<file path="src/rtl/itoa_pkg.sv">
`default_nettype none

package itoa_pkg;

    // Default cap on the field width; the text never exceeds it.
    localparam int DEFAULT_MAX_WIDTH = 64;

    // Conversion modes.
    localparam logic [2:0] MODE_BIN  = 3'd0;
    localparam logic [2:0] MODE_HEX  = 3'd1;
    localparam logic [2:0] MODE_PTR  = 3'd2;
    localparam logic [2:0] MODE_UDEC = 3'd3;
    localparam logic [2:0] MODE_SDEC = 3'd4;

    // Radix codes held while the digits are produced.
    localparam logic [1:0] BASE_2  = 2'd0;
    localparam logic [1:0] BASE_16 = 2'd1;
    localparam logic [1:0] BASE_10 = 2'd2;

    // ASCII codes.
    localparam logic [7:0] CH_ZERO  = 8'h30;
    localparam logic [7:0] CH_LOW_A = 8'h61;
    localparam logic [7:0] CH_LOW_B = 8'h62;
    localparam logic [7:0] CH_LOW_X = 8'h78;
    localparam logic [7:0] CH_MINUS = 8'h2d;
    localparam logic [7:0] CH_SPACE = 8'h20;

    // ceil(2^35 / 10): floor(n * RECIP10 / 2^35) == n / 10 for every 32-bit n.
    localparam logic [31:0] RECIP10 = 32'hcccc_cccd;

    typedef struct packed {
        logic [2:0]  mode;
        logic [31:0] value;
        logic        zero_fill;
        logic        alt_prefix;
        logic [7:0]  field_width;
    } t_in_word;

    typedef struct packed {
        logic [7:0] character;
        logic       last;
        logic       error;
    } t_out_word;

    // Lowercase ASCII for one digit of value 0 to 15.
    function automatic logic [7:0] digit_char(input logic [3:0] d);
        logic [7:0] c;
        if (d < 4'd10) begin
            c = CH_ZERO + {4'b0, d};
        end else begin
            c = CH_LOW_A + {4'b0, d} - 8'd10;
        end
        return c;
    endfunction

endpackage

`default_nettype wire

</file>
<file path="src/rtl/integer_to_ascii_formatter.sv">
`default_nettype none

// Integer to ASCII formatter, printf style (%b, %x, %p, %u, %d).
// Input channel: one word per number (mode, value, zero_fill, alt_prefix,
// field_width), taken on i_in_valid & o_in_ready. Output channel: one word
// per character, leftmost character first, with last set on the final one.
// A pointer request with zero padding, or an unused mode, gives a single
// word with error and last set and a zero character.
// The block works on one number at a time and is not ready while it does.
// It first builds the text in a character buffer with one write port, from
// the digits (a decimal digit needs a multiply by the reciprocal of ten,
// then a correction), then the zero padding, the prefix letter and zero,
// the sign and the space padding. It then reads the buffer back, one
// character per cycle while the receiver does not stall.
// A finished output word waits in an output register; when the receiver
// stalls, reads stop and nothing is lost. The next number is accepted while
// the final character still waits there.
// Reset (synchronous, active low) returns the sequencer to idle and empties
// the output register; the buffer contents are not cleared.
module integer_to_ascii_formatter
    import itoa_pkg::*;
#(
    parameter int MAX_WIDTH = DEFAULT_MAX_WIDTH
) (
    input  wire            i_clk,
    input  wire            i_rst_n,
    input  wire            i_in_valid,
    output logic           o_in_ready,
    input  wire t_in_word  i_in_word,
    output logic           o_out_valid,
    input  wire            i_out_ready,
    output t_out_word      o_out_word
);

    localparam int CW = $clog2(MAX_WIDTH + 1);
    localparam int AW = $clog2(MAX_WIDTH);

    // Sequencer codes.
    localparam logic [3:0] S_IDLE = 4'd0;
    localparam logic [3:0] S_ERR  = 4'd1;
    localparam logic [3:0] S_MUL  = 4'd2;
    localparam logic [3:0] S_DIG  = 4'd3;
    localparam logic [3:0] S_ZPAD = 4'd4;
    localparam logic [3:0] S_PFXL = 4'd5;
    localparam logic [3:0] S_PFX0 = 4'd6;
    localparam logic [3:0] S_SIGN = 4'd7;
    localparam logic [3:0] S_SPC  = 4'd8;
    localparam logic [3:0] S_EMIT = 4'd9;

    logic [3:0]    r_state, n_state;
    logic [31:0]   r_num, n_num;
    logic [28:0]   r_quo, n_quo;
    logic [1:0]    r_base, n_base;
    logic          r_zpad, n_zpad;
    logic          r_alt, n_alt;
    logic          r_neg, n_neg;
    logic [CW-1:0] r_tgt, n_tgt;
    logic [CW-1:0] r_len, n_len;
    logic [CW-1:0] r_rem, n_rem;
    logic          r_pend, n_pend;
    logic          r_pend_last, n_pend_last;
    logic          r_out_valid, n_out_valid;
    t_out_word     r_out, n_out;
    logic [7:0]    r_rd_data;

    // Character buffer: one write port, one registered read port.
    logic [7:0] char_buffer [MAX_WIDTH];

    logic          w_acc;
    logic          w_err;
    logic          w_neg;
    logic          w_alt;
    logic [CW-1:0] w_cap;
    logic [1:0]    w_rsv;
    logic [CW-1:0] w_ztgt;
    logic [63:0]   w_prod;
    logic [3:0]    w_digit;
    logic [31:0]   w_q;
    logic          w_put;
    logic [7:0]    w_char;
    logic          w_room;
    logic          w_we;
    logic          w_load;
    logic          w_issue;
    logic [CW-1:0] w_rm1;
    logic [AW-1:0] w_raddr;

    assign o_in_ready  = (r_state == S_IDLE);
    assign o_out_valid = r_out_valid;
    assign o_out_word  = r_out;

    assign w_acc = i_in_valid && o_in_ready;
    assign w_err = (i_in_word.mode > MODE_SDEC)
                || ((i_in_word.mode == MODE_PTR) && i_in_word.zero_fill);
    assign w_neg = (i_in_word.mode == MODE_SDEC) && i_in_word.value[31];
    assign w_alt = i_in_word.alt_prefix || (i_in_word.mode == MODE_PTR);

    // Cap the width, then take out room for the prefix and sign when zero
    // padding, saturating at zero.
    always_comb begin
        if ({1'b0, i_in_word.field_width} > 9'(MAX_WIDTH)) begin
            w_cap = CW'(MAX_WIDTH);
        end else begin
            w_cap = CW'(i_in_word.field_width);
        end
        w_rsv = {w_alt, 1'b0} + {1'b0, w_neg};
        if (w_cap >= CW'(w_rsv)) begin
            w_ztgt = w_cap - CW'(w_rsv);
        end else begin
            w_ztgt = '0;
        end
    end

    // Shared digit unit: one digit and the quotient per step.
    assign w_prod = {32'b0, r_num} * {32'b0, RECIP10};

    always_comb begin
        unique case (r_base)
            BASE_2: begin
                w_digit = {3'b0, r_num[0]};
                w_q     = {1'b0, r_num[31:1]};
            end
            BASE_16: begin
                w_digit = r_num[3:0];
                w_q     = {4'b0, r_num[31:4]};
            end
            BASE_10: begin
                // The remainder is below ten, so four bits of the
                // difference are enough.
                w_digit = 4'(r_num[3:0] - 4'(r_quo[3:0] * 4'd10));
                w_q     = {3'b0, r_quo};
            end
            default: begin
                w_digit = '0;
                w_q     = '0;
            end
        endcase
    end

    assign w_room  = (r_len != CW'(MAX_WIDTH));
    assign w_we    = w_put && w_room;
    assign w_load  = r_pend && (!r_out_valid || i_out_ready);
    assign w_issue = (r_state == S_EMIT) && (r_rem != '0) && (!r_pend || w_load);
    assign w_rm1   = r_rem - CW'(1);
    assign w_raddr = w_rm1[AW-1:0];

    always_comb begin
        n_state     = r_state;
        n_num       = r_num;
        n_quo       = r_quo;
        n_base      = r_base;
        n_zpad      = r_zpad;
        n_alt       = r_alt;
        n_neg       = r_neg;
        n_tgt       = r_tgt;
        n_len       = r_len;
        n_rem       = r_rem;
        n_pend      = r_pend;
        n_pend_last = r_pend_last;
        n_out_valid = r_out_valid;
        n_out       = r_out;
        w_put       = 1'b0;
        w_char      = CH_SPACE;

        // Output register: refill from the buffer read, or drain.
        if (w_load) begin
            n_out_valid = 1'b1;
            n_out       = '{character: r_rd_data, last: r_pend_last, error: 1'b0};
        end else if (i_out_ready) begin
            n_out_valid = 1'b0;
        end

        if (w_issue) begin
            n_pend      = 1'b1;
            n_pend_last = (r_rem == CW'(1));
            n_rem       = w_rm1;
        end else if (w_load) begin
            n_pend = 1'b0;
        end

        unique case (r_state)
            S_IDLE: begin
                if (w_acc) begin
                    n_len  = '0;
                    n_zpad = i_in_word.zero_fill;
                    n_alt  = w_alt;
                    n_neg  = w_neg;
                    n_tgt  = i_in_word.zero_fill ? w_ztgt : w_cap;
                    n_num  = w_neg ? (~i_in_word.value + 32'd1) : i_in_word.value;
                    if (i_in_word.mode == MODE_BIN) begin
                        n_base = BASE_2;
                    end else if ((i_in_word.mode == MODE_HEX)
                              || (i_in_word.mode == MODE_PTR)) begin
                        n_base = BASE_16;
                    end else begin
                        n_base = BASE_10;
                    end
                    if (w_err) begin
                        n_state = S_ERR;
                    end else if ((i_in_word.mode == MODE_UDEC)
                              || (i_in_word.mode == MODE_SDEC)) begin
                        n_state = S_MUL;
                    end else begin
                        n_state = S_DIG;
                    end
                end
            end
            S_ERR: begin
                if (!r_out_valid || i_out_ready) begin
                    n_out_valid = 1'b1;
                    n_out       = '{character: 8'h00, last: 1'b1, error: 1'b1};
                    n_state     = S_IDLE;
                end
            end
            S_MUL: begin
                n_quo   = w_prod[63:35];
                n_state = S_DIG;
            end
            S_DIG: begin
                w_put  = 1'b1;
                w_char = digit_char(w_digit);
                n_num  = w_q;
                if (w_q == '0) begin
                    n_state = S_ZPAD;
                end else if (r_base == BASE_10) begin
                    n_state = S_MUL;
                end
            end
            S_ZPAD: begin
                if (r_zpad && (r_len < r_tgt)) begin
                    w_put  = 1'b1;
                    w_char = CH_ZERO;
                end else begin
                    n_state = S_PFXL;
                end
            end
            S_PFXL: begin
                // Buffer is filled right to left, so the letter goes first.
                if (r_alt && (r_base != BASE_10)) begin
                    w_put  = 1'b1;
                    w_char = (r_base == BASE_16) ? CH_LOW_X : CH_LOW_B;
                end
                n_state = S_PFX0;
            end
            S_PFX0: begin
                if (r_alt) begin
                    w_put  = 1'b1;
                    w_char = CH_ZERO;
                end
                n_state = S_SIGN;
            end
            S_SIGN: begin
                if (r_neg) begin
                    w_put  = 1'b1;
                    w_char = CH_MINUS;
                end
                n_state = S_SPC;
            end
            S_SPC: begin
                if (!r_zpad && (r_len < r_tgt)) begin
                    w_put  = 1'b1;
                    w_char = CH_SPACE;
                end else begin
                    n_rem   = r_len;
                    n_state = S_EMIT;
                end
            end
            S_EMIT: begin
                if ((r_rem == '0) && !r_pend) begin
                    n_state = S_IDLE;
                end
            end
            default: begin
                n_state = S_IDLE;
            end
        endcase

        if (w_we) begin
            n_len = r_len + CW'(1);
        end
    end

    always_ff @(posedge i_clk) begin
        if (!i_rst_n) begin
            r_state     <= S_IDLE;
            r_len       <= '0;
            r_rem       <= '0;
            r_pend      <= 1'b0;
            r_out_valid <= 1'b0;
        end else begin
            r_state     <= n_state;
            r_len       <= n_len;
            r_rem       <= n_rem;
            r_pend      <= n_pend;
            r_out_valid <= n_out_valid;
        end
    end

    always_ff @(posedge i_clk) begin
        r_num       <= n_num;
        r_quo       <= n_quo;
        r_base      <= n_base;
        r_zpad      <= n_zpad;
        r_alt       <= n_alt;
        r_neg       <= n_neg;
        r_tgt       <= n_tgt;
        r_pend_last <= n_pend_last;
        r_out       <= n_out;
    end

    always_ff @(posedge i_clk) begin
        if (w_we) begin
            char_buffer[r_len[AW-1:0]] <= w_char;
        end
        if (w_issue) begin
            r_rd_data <= char_buffer[w_raddr];
        end
    end

`ifndef SYNTHESIS
    a_pend_in_emit: assert property (@(posedge i_clk) disable iff (!i_rst_n)
        r_pend |-> (r_state == S_EMIT))
        else $error("buffer read outstanding outside the emit phase");

    a_len_bound: assert property (@(posedge i_clk) disable iff (!i_rst_n)
        r_len <= CW'(MAX_WIDTH))
        else $error("text length exceeds the buffer");

    a_error_word: assert property (@(posedge i_clk) disable iff (!i_rst_n)
        (o_out_valid && o_out_word.error) |->
            (o_out_word.last && (o_out_word.character == 8'h00)))
        else $error("error word must be a single zero character");

    a_dec_start: assert property (@(posedge i_clk) disable iff (!i_rst_n)
        (w_acc && !w_err && ((i_in_word.mode == MODE_UDEC)
            || (i_in_word.mode == MODE_SDEC))) |=> (r_state == S_MUL))
        else $error("decimal number did not start with a multiply step");

    a_emit_len: assert property (@(posedge i_clk) disable iff (!i_rst_n)
        ((r_state == S_SPC) && (n_state == S_EMIT)) |=> (r_rem != '0))
        else $error("empty text reached the emit phase");
`endif

endmodule

`default_nettype wire

</file>
<file path="config.mk">
export PLATFORM = sky130hd
export DESIGN_NAME = integer_to_ascii_formatter
export DESIGN_NICKNAME = d
export VERILOG_FILES = /design/src/rtl/itoa_pkg.sv /design/src/rtl/integer_to_ascii_formatter.sv
export SDC_FILE = /design/constraint.sdc
export NUM_CORES = 2
export LEC_CHECK = 0
export BUFFER_PORTS_ARGS = -buffer_cell sky130_fd_sc_hd__clkbuf_2
export CAP_MARGIN = 5
export CORE_MARGIN = 8
export CORE_UTILIZATION = 40
export DETAILED_ROUTE_END_ITERATION = 12
export PLACE_DENSITY_LB_ADDON = 0.1
export SETUP_SLACK_MARGIN = 0.3
export SLEW_MARGIN = 30
export SYNTH_ARGS = -nofsm -noshare
export SYNTH_HDL_FRONTEND = slang
export SYNTH_SLANG_ARGS = --single-unit
</file>
<file path="constraint.sdc">
create_clock -name i_clk -period 11.3 [get_ports i_clk]
set_input_delay 0.565 -clock i_clk [delete_from_list [all_inputs] [get_ports i_clk]]
set_output_delay 0.565 -clock i_clk [all_outputs]
set_load 0.005 [all_outputs]
</file>
==> metrics <==
wire per inst 26.4 um; R2R depth 20; Max Clock Freq 113 MHz; ys async rst share 0%; final net count 3965; final setup violating endpoints 0; library cells used by synthesis 78; CTS H-tree depth 2; crit path DAT 9.28 ns; Syn Inst Count 3036; CTS clk-pin slew, worst paths 0.07 ns; Fill cells 9215; CORE AREA 100000 um2; number of vias per cell 5.39; Slew headroom 30.3%; Die X 334 um; HP Start i_in_word[9]; Final Skew 0.0273 ns; CP Buf/Inv Count 2; Worst setup SP type flip-flop; Tot GR Track Use 21.4%; final wirelength 119000 um; Post-synth EDFFs 529; # resized after CTS 0; critical path cell sequence ha_1, xor2_1, a21o_1, fa_1, fa_1, fa_1, fa_1, fa_1, inv_1, fa_1, inv_1, ha_1, a21oi_1, nand2_1, a2111oi_0, o21ai_0, a32oi_1, nand3b_1, o21a_1, o311ai_0; top-count cell post-synth inv_1; RSZ-0062 raised after global routing false; first drt pass iteration count 5; Setup TNS 0 ns; residual DRC count 0; CP top delay family adder cells; postcts setup bufs 0; #FFs+latches synth 559; CP max FO 10; Final period util 78.5%; TritonCTS clock tree done; cts hold-fix bufs 0; RePlAce Congestion 0.944; Ports 61; critical path required time 11.70 ns; antenna violations before repair 10; kind of critical path reg2reg; # rows 116; vias in the first global route 26300; Slowest-stage cell, CP edfxtp_1; share of cells above drive strength 1 11.4%; vias after detailed routing 24400; final-report max-slew violation count 0; worst slew pin tran 1.04 ns; main flop type after synthesis edfxtp_1; Mapped Avg Cell Area 13.3 um2; Yosys top cell area share 39.4%; first-pass GRT wire length 176000 um; ANT nets after route 0; MaxCap Viol Count 0; crit end category flip-flop; CTS sink cnt 559; Hold Path Depth 1; IO Port Bufs 60; final hold viol count 0; Initial Util 40.3%; area grow syn2layout 10.4%; largest net degree at the start of global routing 65; clock tree root buffer cell clkbuf_16; cell mode on critical path fa_1; Die Height 334 um; FF-to-FF Start r_num[2]$_DFFE_PP_; total grt overflow 0; Post-Syn Area 40300 um2; die area 111000 um2; status finished clean; top cells by area, synth edfxtp_1 39%, fa_1 19%, ha_1 11%; Hold Path Class in2reg; sequential fraction of the synthesis area 40.9%; Iter 0 DRT Violations 2127; CP Launch Point r_num[2]$_DFFE_PP_; CTS Buffer Depth 3; Stages on worst setup path 20; CTS Buf Count 54; clk_lat worst skew 0.63 ns; HPWL after DPL 95200 um; slowest stage delay, CP 0.67 ns; min Tclk post-route 8.87 ns; commonest cells in the netlist 567 x inv_1, 529 x edfxtp_1, 388 x fa_1, 359 x ha_1, 147 x mux4_2; Synth area leader edfxtp_1; YS warnings 0
worst paths after layout:
kind                                         endpoint  slack, ns
worst max-delay path              r_quo[25]$_DFFE_PP_       2.43
worst min-delay path                 r_zpad$_DFFE_PP_       0.24
worst max register to register    r_quo[25]$_DFFE_PP_       2.43
worst min register to register  o_out_word[4]$_DFF_P_       0.46
final cells by class:
class | instances | area (um2) | area share [%]
multi-input combinational | 1890 | 21700 | 48.8
clock buffer | 65 | 1440 | 3.24
tap | 1298 | 1620 | 3.65
inverter | 567 | 2130 | 4.78
sequential | 559 | 16500 | 37.0
antenna | 7 | 17.5 | 0.0393
clock inverter | 36 | 493 | 1.11
timing repair buffer | 97 | 617 | 1.39
placed cells by master (no fill, tap or decap), drive strengths merged, types with 8 or more instances in the layout:
cell type,netlist,routed
a21o,30,30
xor2,61,61
nand2,115,115
nand2b,14,14
nand4,20,20
clkbuf,51,126
ha,359,359
or3,12,12
and2,13,13
a21boi,9,9
nor3,24,24
fa,388,388
nor4,17,17
clkinv,0,22
edfxtp,529,529
a22o,10,10
inv,567,569
dfxtp,30,30
mux2i,32,32
a31oi,11,11
conb,1,64
and3,16,16
xnor2,53,53
mux4,147,147
o2bb2ai,29,29
bufinv,0,10
a21oi,88,88
buf,32,36
nor2b,12,12
nor2,133,133
a211oi,8,8
nand3,29,29
o21ai,88,88
per-stage QoR:
step	worst slack [ns]	utilization, %	std cells	area, um2	hold WS (ns)
3_5_place_dp	2.43	42.5	4409	42500	0.449
2_1_floorplan	4.38	-	3099	40600	0.436
3_3_place_gp	2.55	42.5	4405	42500	0.445
4_1_cts	2.37	44.5	4510	44500	0.206
5_1_grt	2.10	44.5	4513	44500	0.228
6_report	2.43	44.5	4519	44500	0.240
per-layer routing:
layer	global-route usage (%)	vias up	part of all wire, %
met2	33.8	731	46
met5	0	-	0.023
met4	5.21	4	2.5
li1	-	10900	-
met1	30.3	12600	45
met3	4.31	135	6.8
logic make-up (layout without fill, tap and decap cells):
logic type | after synthesis | in the layout | share of synthesized area [%]
flip-flops | 559 | 559 | 40.9
AND/OR/NAND/NOR | 431 | 431 | 5.23
adder cells (fa/ha/maj) | 747 | 747 | 30.4
multiplexers | 181 | 181 | 9.06
buffers and inverters | 650 | 765 | 6.12
other | 1 | 71 | 0.00930
XOR/XNOR | 114 | 114 | 2.49
AO/OA/AOI/OAI | 353 | 353 | 5.80
flip-flops by register name, summed over array words and instances (netlist names):
register,count
r_num,32
r_pend,1
r_rd_data,7
r_zpad,1
r_base,2
r_rem,7
r_len,7
char_buffer,448
r_tgt,7
r_pend_last,1
o_out_valid,1
r_alt,1
r_neg,1
r_quo,29
o_out_word,10
r_state,4
Power is left out: the tool's default activity adds up to more than one toggle a clock period on the data nets, which glitch-free logic cannot reach.
